$ cat src/hdl/tbclc_pkg.sv
package tbclc_pkg;

   localparam int HOLD_W = 16;
   localparam int MODE_W = 4;
   localparam int CSR_DATA_W = 32;
   localparam int CSR_ADDR_W = 3;

   localparam logic OP_TICK = 1'b0;
   localparam logic OP_BUTTON = 1'b1;
   localparam logic BTN_START = 1'b0;
   localparam logic BTN_SETUP = 1'b1;

   localparam logic CSR_HOLD_TICKS = 1'b0;

   localparam logic [HOLD_W-1:0] HOLD_TICKS_RESET = 16'd3000;
   localparam logic [HOLD_W-1:0] HOLD_EXPIRED = 16'hFFFF;
   localparam logic [MODE_W-1:0] MODE_MAX = 4'd9;
   localparam logic [MODE_W-1:0] MODE_CAT_FIRST = 4'd5;

   localparam logic [7:0] BEEP_CLICK = 8'h01;
   localparam logic [7:0] BEEP_LEVEL = 8'h15;
   localparam logic [7:0] LOCK_PRESS = 8'h55;
   localparam logic [7:0] LOCK_ON = 8'hFF;
   localparam logic [7:0] LOCK_OFF = 8'h00;
   localparam logic [7:0] CAT_ON = 8'hFF;
   localparam logic [7:0] CAT_OFF = 8'h00;

   typedef struct packed {
      logic opcode;
      logic which_button;
      logic released;
      logic wash_running;
   } req_type;

   typedef struct packed {
      logic beep_valid;
      logic [7:0] beep_pattern;
      logic lock_led_valid;
      logic [7:0] lock_led_pattern;
      logic lock_led_repeat;
      logic mode_valid;
      logic [3:0] mode_leds;
      logic [7:0] cat_led_pattern;
      logic cat_led_repeat;
      logic start_wash;
      logic locked_now;
      logic [MODE_W-1:0] mode_now;
   } rsp_type;

   function automatic logic [3:0] mode_led_lookup(input logic [MODE_W-1:0] mode);
      logic [3:0] leds;
      case (mode)
         4'd1: leds = 4'h1;
         4'd2: leds = 4'h2;
         4'd3: leds = 4'h4;
         4'd4: leds = 4'h8;
         4'd5: leds = 4'h1;
         4'd6: leds = 4'h3;
         4'd7: leds = 4'h5;
         4'd8: leds = 4'h9;
         default: leds = 4'h0;
      endcase
      return leds;
   endfunction

endpackage

$ cat src/hdl/tbclc_csr.sv
module tbclc_csr (
   input  logic clock,
   input  logic reset,
   input  logic csr_psel,
   input  logic csr_penable,
   input  logic csr_pwrite,
   input  logic [tbclc_pkg::CSR_ADDR_W-1:0] csr_paddr,
   input  logic [tbclc_pkg::CSR_DATA_W-1:0] csr_pwdata,
   output logic [tbclc_pkg::CSR_DATA_W-1:0] csr_prdata,
   output logic csr_pready,
   output logic [tbclc_pkg::HOLD_W-1:0] hold_ticks
);
   import tbclc_pkg::*;

   logic [HOLD_W-1:0] hold_ticks_ff;
   logic [HOLD_W-1:0] hold_ticks_in;
   logic reg_index;
   logic wr_en;

   // Registers sit on 4-byte boundaries; bit 2 selects the register.
   assign reg_index = csr_paddr[2];
   assign csr_pready = 1'b1;
   assign wr_en = csr_psel && csr_penable && csr_pwrite && csr_pready;

   always_comb begin
      hold_ticks_in = hold_ticks_ff;
      if (wr_en && reg_index == CSR_HOLD_TICKS) begin
         hold_ticks_in = csr_pwdata[HOLD_W-1:0];
      end
   end

   always_ff @(posedge clock) begin
      if (reset) begin
         hold_ticks_ff <= HOLD_TICKS_RESET;
      end else begin
         hold_ticks_ff <= hold_ticks_in;
      end
   end

   always_comb begin
      case (reg_index)
         CSR_HOLD_TICKS: csr_prdata = {{(CSR_DATA_W-HOLD_W){1'b0}}, hold_ticks_ff};
         default: csr_prdata = '0;
      endcase
   end

   assign hold_ticks = hold_ticks_ff;

endmodule

$ cat src/hdl/tbclc_core.sv
module tbclc_core (
   input  logic clock,
   input  logic reset,
   input  logic fire,
   input  tbclc_pkg::req_type item,
   input  logic [tbclc_pkg::HOLD_W-1:0] hold_ticks,
   output tbclc_pkg::rsp_type result,
   output logic produce
);
   import tbclc_pkg::*;

   logic start_held_ff, start_held_in;
   logic setup_held_ff, setup_held_in;
   logic chord_seen_ff, chord_seen_in;
   logic lock_flag_ff, lock_flag_in;
   logic [MODE_W-1:0] setup_mode_ff, setup_mode_in;
   logic [HOLD_W-1:0] hold_count_ff, hold_count_in;

   logic is_setup;
   logic other_held;
   logic [MODE_W-1:0] mode_step;

   assign is_setup = (item.which_button == BTN_SETUP);
   assign other_held = is_setup ? start_held_ff : setup_held_ff;
   // A stored mode above the top value also wraps to zero.
   assign mode_step = (setup_mode_ff >= MODE_MAX) ? '0 : setup_mode_ff + 1'b1;

   always_comb begin
      start_held_in = start_held_ff;
      setup_held_in = setup_held_ff;
      chord_seen_in = chord_seen_ff;
      lock_flag_in = lock_flag_ff;
      setup_mode_in = setup_mode_ff;
      hold_count_in = hold_count_ff;
      result = '0;
      produce = 1'b0;

      if (item.opcode == OP_TICK) begin
         if (hold_count_ff != HOLD_EXPIRED) begin
            hold_count_in = hold_count_ff + 1'b1;
         end
      end else begin
         produce = 1'b1;
         if (!item.released) begin
            if (is_setup) begin
               setup_held_in = 1'b1;
            end else begin
               start_held_in = 1'b1;
            end
            hold_count_in = '0;
            if (other_held) begin
               chord_seen_in = 1'b1;
            end
            if (!lock_flag_ff) begin
               result.beep_valid = 1'b1;
               result.beep_pattern = BEEP_CLICK;
            end else begin
               result.lock_led_valid = 1'b1;
               result.lock_led_pattern = LOCK_PRESS;
               result.lock_led_repeat = 1'b1;
            end
         end else begin
            if (is_setup) begin
               setup_held_in = 1'b0;
            end else begin
               start_held_in = 1'b0;
            end
            if (!chord_seen_ff) begin
               if (lock_flag_ff) begin
                  result.lock_led_valid = 1'b1;
                  result.lock_led_pattern = LOCK_ON;
                  result.lock_led_repeat = 1'b1;
               end else if (is_setup) begin
                  setup_mode_in = mode_step;
                  result.mode_valid = 1'b1;
                  result.mode_leds = mode_led_lookup(mode_step);
                  result.cat_led_pattern = (mode_step >= MODE_CAT_FIRST) ? CAT_ON : CAT_OFF;
                  result.cat_led_repeat = (mode_step >= MODE_CAT_FIRST);
               end else begin
                  result.start_wash = !item.wash_running;
               end
            end else if (!other_held) begin
               // Last button of a chord went up: decide on the lock.
               if (hold_count_ff >= hold_ticks) begin
                  lock_flag_in = !lock_flag_ff;
                  result.lock_led_valid = 1'b1;
                  result.lock_led_pattern = lock_flag_ff ? LOCK_OFF : LOCK_ON;
                  result.lock_led_repeat = !lock_flag_ff;
               end else if (lock_flag_ff) begin
                  result.lock_led_valid = 1'b1;
                  result.lock_led_pattern = LOCK_ON;
                  result.lock_led_repeat = 1'b1;
               end else begin
                  result.beep_valid = 1'b1;
                  result.beep_pattern = BEEP_LEVEL;
               end
               chord_seen_in = 1'b0;
            end
         end
      end
      result.locked_now = lock_flag_in;
      result.mode_now = setup_mode_in;
   end

   always_ff @(posedge clock) begin
      if (reset) begin
         start_held_ff <= 1'b0;
         setup_held_ff <= 1'b0;
         chord_seen_ff <= 1'b0;
         lock_flag_ff <= 1'b0;
         setup_mode_ff <= '0;
         hold_count_ff <= HOLD_EXPIRED;
      end else if (fire) begin
         start_held_ff <= start_held_in;
         setup_held_ff <= setup_held_in;
         chord_seen_ff <= chord_seen_in;
         lock_flag_ff <= lock_flag_in;
         setup_mode_ff <= setup_mode_in;
         hold_count_ff <= hold_count_in;
      end
   end

endmodule

$ cat src/hdl/two_button_chord_lock_controller_top.sv
// Chord lock controller for a start and a setup button. Each transaction on the req_ channel
// is a timer tick or a button event; every button event yields exactly one rsp_ transaction
// and ticks yield none. An item enters an input register, is evaluated combinationally against
// the button, chord, lock, mode and hold-counter state, and its result lands in an output
// register, so one item is accepted per clock while the input register does not stall, and
// each result is presented on the rsp_ port from the output register. The input register
// stalls only when a button event finds the output register full and stalled; ticks always pass.
// The hold time for a lock toggle is set through the csr_ port at byte address 0 (16 bits,
// reset 3000 ticks) and should be changed only while no items are in flight.
module two_button_chord_lock_controller_top (
   input  logic clock,
   input  logic reset,
   input  logic req_valid,
   output logic req_stall,
   input  tbclc_pkg::req_type req_data,
   output logic rsp_valid,
   input  logic rsp_stall,
   output tbclc_pkg::rsp_type rsp_data,
   input  logic csr_psel,
   input  logic csr_penable,
   input  logic csr_pwrite,
   input  logic [tbclc_pkg::CSR_ADDR_W-1:0] csr_paddr,
   input  logic [tbclc_pkg::CSR_DATA_W-1:0] csr_pwdata,
   output logic [tbclc_pkg::CSR_DATA_W-1:0] csr_prdata,
   output logic csr_pready
);
   import tbclc_pkg::*;

   logic in_valid_ff, in_valid_in;
   req_type in_data_ff;
   logic out_valid_ff, out_valid_in;
   rsp_type out_data_ff;

   logic [HOLD_W-1:0] hold_ticks;
   rsp_type core_result;
   logic core_produce;
   logic out_free;
   logic advance;
   logic req_accept;

   tbclc_csr u_csr (
      .clock(clock),
      .reset(reset),
      .csr_psel(csr_psel),
      .csr_penable(csr_penable),
      .csr_pwrite(csr_pwrite),
      .csr_paddr(csr_paddr),
      .csr_pwdata(csr_pwdata),
      .csr_prdata(csr_prdata),
      .csr_pready(csr_pready),
      .hold_ticks(hold_ticks)
   );

   tbclc_core u_core (
      .clock(clock),
      .reset(reset),
      .fire(advance),
      .item(in_data_ff),
      .hold_ticks(hold_ticks),
      .result(core_result),
      .produce(core_produce)
   );

   assign out_free = !out_valid_ff || !rsp_stall;
   // Ticks leave no result, so they never wait for the output register.
   assign advance = in_valid_ff && ((in_data_ff.opcode == OP_TICK) || out_free);
   assign req_stall = in_valid_ff && !advance;
   assign req_accept = req_valid && !req_stall;

   always_comb begin
      in_valid_in = in_valid_ff && !advance;
      if (req_accept) begin
         in_valid_in = 1'b1;
      end
      out_valid_in = out_valid_ff && rsp_stall;
      if (advance && core_produce) begin
         out_valid_in = 1'b1;
      end
   end

   always_ff @(posedge clock) begin
      if (reset) begin
         in_valid_ff <= 1'b0;
         out_valid_ff <= 1'b0;
      end else begin
         in_valid_ff <= in_valid_in;
         out_valid_ff <= out_valid_in;
      end
   end

   always_ff @(posedge clock) begin
      if (req_accept) begin
         in_data_ff <= req_data;
      end
      if (advance && core_produce) begin
         out_data_ff <= core_result;
      end
   end

   assign rsp_valid = out_valid_ff;
   assign rsp_data = out_data_ff;

   a_stall_needs_item: assert property (@(posedge clock) disable iff (reset)
      req_stall |-> in_valid_ff)
      else $error("input stalled with an empty input register");

   a_result_loaded: assert property (@(posedge clock) disable iff (reset)
      (advance && core_produce) |=> rsp_valid)
      else $error("evaluated button event did not reach the output register");

   a_mode_range: assert property (@(posedge clock) disable iff (reset)
      rsp_valid |-> (rsp_data.mode_now <= MODE_MAX))
      else $error("reported setup mode out of range");

   a_one_command: assert property (@(posedge clock) disable iff (reset)
      (rsp_valid && rsp_data.beep_valid) |-> !rsp_data.lock_led_valid)
      else $error("beep and lock LED command issued together");

endmodule

$ cat config.mk
export PLATFORM = sky130hd
export DESIGN_NAME = two_button_chord_lock_controller_top
export DESIGN_NICKNAME = d
export VERILOG_FILES = /design/src/hdl/tbclc_pkg.sv /design/src/hdl/tbclc_csr.sv /design/src/hdl/tbclc_core.sv /design/src/hdl/two_button_chord_lock_controller_top.sv
export SDC_FILE = /design/constraint.sdc
export NUM_CORES = 1
export LEC_CHECK = 0
export ABC_AREA = 1
export ABC_CLOCK_PERIOD_IN_PS = 2000
export BUFFER_PORTS_ARGS = -buffer_cell sky130_fd_sc_hd__buf_2
export CAP_MARGIN = 20
export CORE_MARGIN = 8
export CORE_UTILIZATION = 47
export DETAILED_ROUTE_END_ITERATION = 8
export PLACE_DENSITY = 0.85
export SLEW_MARGIN = 20
export SYNTH_ARGS = -nofsm -noshare
export SYNTH_HDL_FRONTEND = slang
export SYNTH_SLANG_ARGS = --single-unit
$ cat constraint.sdc
create_clock -name clock -period 2 [get_ports clock]
set_input_delay 0.3 -clock clock [delete_from_list [all_inputs] [get_ports clock]]
set_output_delay 0.3 -clock clock [all_outputs]
set_load 0.02 [all_outputs]
Yosys cells after proc, flatten, opt, wreduce, memory -nomap -nowiden
Memories as Yosys holds them, arrays and structs flattened.
Cells that the tools add are included.
- register bits: 85
- ROM bits: 64
- bits of input ports: 46
- output and inout port bits: 74
- logic and storage cells: 104
- memories kept: 1
- add/subtract/negate cells: 2
- $lt $le $gt $ge: 3
- equality and inequality tests: 2
- muxes and demuxes: 42
- bitwise logic cells: 4
- reductions and logical operators: 25
- memories (name ; depth ; bits a word ; rd ports ; clocked after memory_dff ; write ports ; line ; text):
    (name not given) ; 16 ; 4 ; 1 ; 0 ; 0 ; tbclc_pkg.sv:52 ; case (mode)
- operator list (cell ; count):
    16-bit two-way mux ; 4
    10-bit two-way mux ; 4
    19-bit two-way mux ; 2
    9-bit two-way mux ; 4
    4-bit two-way mux ; 6
    1-bit two-way mux ; 19
    16-bit by 1-bit adder with 16-bit output, second input constant ; 1
    16-bit >= comparator ; 1
    8-bit two-way mux ; 2
    16-bit inequality test, second input constant ; 1
    14-bit two-way mux ; 1
    3-bit AND reduction ; 4
    5-bit OR reduction ; 2
    1-bit logical AND ; 8
    1-bit zero test ; 6
    4-bit by 1-bit adder with 4-bit output, second input constant ; 1
    4-bit by 3-bit >= comparator with 1-bit output, second input constant ; 1
    4-bit >= comparator, second input constant ; 1
    1-bit inverter ; 4
    2-bit nonzero test ; 2
    4-bit OR reduction ; 1
    1-bit logical OR ; 2
    2-bit inequality test, second input constant ; 1

Logic depth before layout (Yosys ltp)
- word-level depth: 9
- gate-level depth with buffers: 17
- depth with buffers taken out: 17

By module
From an unflattened synthesis, not the netlist that was laid out.
- cell total of the unflattened synthesis: 571
- area total of the unflattened synthesis: 4663.2 um^2
- modules (own cells, without submodules) (module ; instances ; cells each ; area each (um^2)):
    tbclc_core ; 1 ; 368 ; 2317.2
    two_button_chord_lock_controller_top ; 1 ; 57 ; 1385.1
    tbclc_csr ; 1 ; 146 ; 960.9

Worst setup path before layout
No wires, ideal clock.
- kind: flip-flop to flip-flop
- start point: register u_csr.hold_ticks_ff[9], in the netlist u_csr.hold_ticks[9]
- end point: register out_data_ff, in the netlist rsp_data[27] (data pin)
- setup time: 0.263 ns
- arrival: 1.665 ns
- slack: 0.073 ns
- stages on the path, launching flop included: 15
- buffers on the path: 0
- clock period less this slack: 1.927 ns
- cell sequence: dfxtp_1 inv_1 ha_1 nand2_1 inv_1 o21ai_0 a21oi_1 nor2_1 nand2_1 nor2_1 ha_1 nand2_1 nand2_1 nand2_1 o21ai_0
- longest elaborated chain between the ends: 5
- ends and longest elaborated chain (what ; line ; text):
    start: declaration ; tbclc_csr.sv:15 ; logic [HOLD_W-1:0] hold_ticks_ff;
    start signal: assignment ; tbclc_csr.sv:36 ; hold_ticks_ff <= hold_ticks_in;
    16-bit >= comparator ; tbclc_core.sv:84 ; if (hold_count_ff >= hold_ticks) begin
    10-bit two-way mux ; tbclc_core.sv:84 ;
    19-bit two-way mux ; tbclc_core.sv:82 ; end else if (!other_held) begin
    10-bit two-way mux ; tbclc_core.sv:68 ; if (!chord_seen_ff) begin
    19-bit two-way mux ; tbclc_core.sv:44 ; if (!item.released) begin
    end signal: assignment ; two_button_chord_lock_controller_top.sv:96 ; out_data_ff <= core_result;
    end: declaration ; two_button_chord_lock_controller_top.sv:32 ; rsp_type out_data_ff;
Every way passes these cells.
A chain may end at the register's enable or synchronous reset.

Final worst setup path
- start point: register u_core.hold_count_ff[7]
- end point: register out_data_ff, in the netlist rsp_data[29] (data pin)
- longest elaborated chain between the ends: 5
- ends and longest elaborated chain (what ; line ; text):
    start: declaration ; tbclc_core.sv:17 ; logic [HOLD_W-1:0] hold_count_ff, hold_count_in;
    start signal: assignment ; tbclc_core.sv:119 ; hold_count_ff <= hold_count_in;
    16-bit >= comparator ; tbclc_core.sv:84 ;
    10-bit two-way mux ; tbclc_core.sv:84 ;
    19-bit two-way mux ; tbclc_core.sv:82 ;
    10-bit two-way mux ; tbclc_core.sv:68 ;
    19-bit two-way mux ; tbclc_core.sv:44 ;
Every way passes these cells.

==> flow_summary.ini <==
[route]
route.detailed.drc = 0
routedWlPerCell_um = 13.7
detail_route.first_pass.iterations = 5
wl_um = 9690
num_vias = 3626
vias_per_cell = 5.14
drt_iter0_markers = 407
ant_nets = 0

[min_path]
worstHoldPathType = in2reg

[synth]
synth_cells = 501
yosysSeqAreaShare_pct = 39.1
synth_top_area_share_pct = 22.3
synth-async-reset-ratio_pct = 0
yosys-top-cells-area = dfxtp_1, edfxtp_1, nand2_1
yosysTopAreaCell = dfxtp_1
syn-cell-area_um2 = 3770
synth_edf_count = 21
synth-main-ff-cell = dfxtp_1
synth_seq_cells = 63
yosysWarnings = 0
yosysUniqueCellTypes = 35
postSynthAreaPerCell_um2 = 7.52

[critical_path]
cpPeakStageDelay_ns = 0.36
cp.required_ns = 2.19
end_kind = register
critPathLaunchType = register
crit_slowest_cell = dfxtp_1
critPathMaxFanout = 2
crit_buf_inv = 1
crit_family = simple AND/OR/NAND/NOR gates
crit_chain = ha_4 -> nand2_2 -> nor2_2 -> nand4_1 -> nor3_2 -> nor2_4 -> buf_6 -> ha_4 -> nor2_4 -> nand2_1 -> a31oi_1
worstSetupPathType = reg2reg
arrival_ns = 2.23

[clock_network]
clkTransAtPathRegs_ns = 0.07
cts_num_sinks = 63
clk_latency_ns = 0.35
cts_made_buffers = 9
cts_tree = built
htreeDepth = 3
root_buffer = clkbuf_8
clock_path_buffers = 2

[timing]
max_freq_ghz = 0.489
post-route-period-util_pct = 102
slew_violations = 0
hold_viol = 0
final-setup-viol-count = 6
min_period_ns = 2.05
rsz0062_at_grt = true
setup_ws_ns = -0.0455
finalClockSkew_ns = 0.00968

[layout]
layout_common_cells = nand2_1, buf_2, nor2_1
drive_above_1_share_pct = 31.8
fin_nets = 666
final_common_cell = nand2_1
area_growth_pct = 25.2
antenna_cells = 0

[power_and_ir_drop]
leakagePower_nw = 2.37
power_density_nw_per_um2 = 708
power_mw = 3.34
peakVddDrop_v = 0.000456

[die]
start_util_pct = 48.7
fp.dieW_um = 106
rows = 32
dieArea_um2 = 11100
die_y_um = 106
core_area_um2 = 7730
boundaryPins = 120

[global_routing]
grt_max_degree = 19
top_usage_layer = met2
use_met1_pct = 18.7
grt_pass1_wl_um = 16000
grt_overflow = 0
grtUsageMet3_pct = 5.48
grt_pass1_vias = 3569
track_usage_pct = 17.0
antenna_found_initial = 0
grtUsageMet2_pct = 28.9

[placed_design]
hpwl_um = 6960
portBuffers = 79
gp_congestion = 0.898
post-place-ws_ns = -0.268

[run_status]
failed_checks = negative setup slack
status = complete, but fails checks

[run]
maxCapViolations = 0
## final timing paths
kind                                   startpoint                                 to  slack, ns  cells after the start
max          u_core.hold_count_ff[7]$_SDFFE_PP1P_         rsp_data[29]$_SDFFCE_PN0P_      -0.05                     11
min                                   req_data[1]            in_data_ff[1]$_DFFE_PP_       0.13                      1
max reg2reg  u_core.hold_count_ff[7]$_SDFFE_PP1P_         rsp_data[29]$_SDFFCE_PN0P_      -0.05                     11
min reg2reg     u_core.setup_held_ff$_SDFFE_PP0P_  u_core.setup_held_ff$_SDFFE_PP0P_       0.45                      2
## per-stage QoR
| step | cell area [um^2] | std cells | TNS (ns) | hold WS (ns) | utilization, % |
|---|---|---|---|---|---|
| finish | 4710 | 705 | -0.227 | 0.128 | 61.0 |
| global placement | 4280 | 687 | -0.467 | 0.437 | 55.4 |
| floorplan | 3840 | 521 | 0 | 0.399 | - |
| CTS | 4530 | 704 | -0.226 | 0.117 | 58.6 |
| global route | 4710 | 705 | -0.912 | 0.117 | 61.0 |
| detailed placement | 4280 | 687 | -0.903 | 0.445 | 55.4 |
## cell usage after synthesis, types with 5 or more instances
cell	instances
clkbuf_1	6
xor2_1	5
dfxtp_1	42
o21ai_0	22
a21oi_1	31
nand3_1	31
edfxtp_1	21
inv_1	58
nand4_1	8
buf_4	39
buf_2	5
ha_1	22
o211ai_1	9
nand2_1	107
nor2_1	66
## flip-flops by register name (all words and copies together) (netlist names)
signal / count
in_data_ff: 4
in_valid_ff: 1
rsp_data: 17
rsp_valid: 1
u_core.chord_seen_ff: 1
u_core.hold_count_ff: 16
u_core.lock_flag_ff: 1
u_core.setup_held_ff: 1
u_core.setup_mode_ff: 4
u_core.start_held_ff: 1
u_csr.hold_ticks: 16
## what timing repair did
action / 4_1_cts / 5_1_grt
resized for setup: 16 / 40
pin swaps: 11 / 19
endpoints found under the setup margin: 7 / 8
hold buffers: 0 / 0
buffers inserted: 1 / 1
## worst register-to-register path: stages, from the launching register on
cell	delay, ns
dfxtp_1	0.36
ha_4	0.29
nand2_2	0.06
nor2_2	0.11
nand4_1	0.14
nor3_2	0.26
nor2_4	0.09
buf_6	0.12
ha_4	0.15
nor2_4	0.07
nand2_1	0.06
a31oi_1	0.18
## report_power, final
group          leakage (nW)  internal [mW]  total [mW]  switching [mW]
Sequential            0.541           1.39        1.44          0.0517
Combinational          1.74          0.310       0.824           0.513
Clock                0.0924          0.563        1.07           0.511
Total                  2.37           2.26        3.34            1.08
## final cells by class
type / count / area [um^2]
multi-input combinational: 346 / 2000
inverter: 60 / 225
fill: 626 / 3010
timing repair buffer: 118 / 692
clock buffer: 9 / 124
clock inverter: 7 / 63.8
tap: 102 / 128
sequential: 63 / 1480
## routing by layer
layer  routed length, um  vias to the layer above
met5                   0                        -
met4                 323                        0
met3                 774                       39
met2                4750                      172
met1                3840                     1661
li1                    -                     1754
## cells by family (layout without fill, tap and decap cells)
logic type      count (synthesis)  count (layout)  share of synthesized area [%]
compound gates                 71              71                           10.8
xor+xnor                        6               6                           1.40
fa+ha+maj                      22              22                           7.31
buf+inv                       112             194                           15.6
flops                          63              63                           39.1
other cells                     2              22                          0.199
simple gates                  225             225                           25.6
Note: power is estimated with default switching activity, not from simulation.
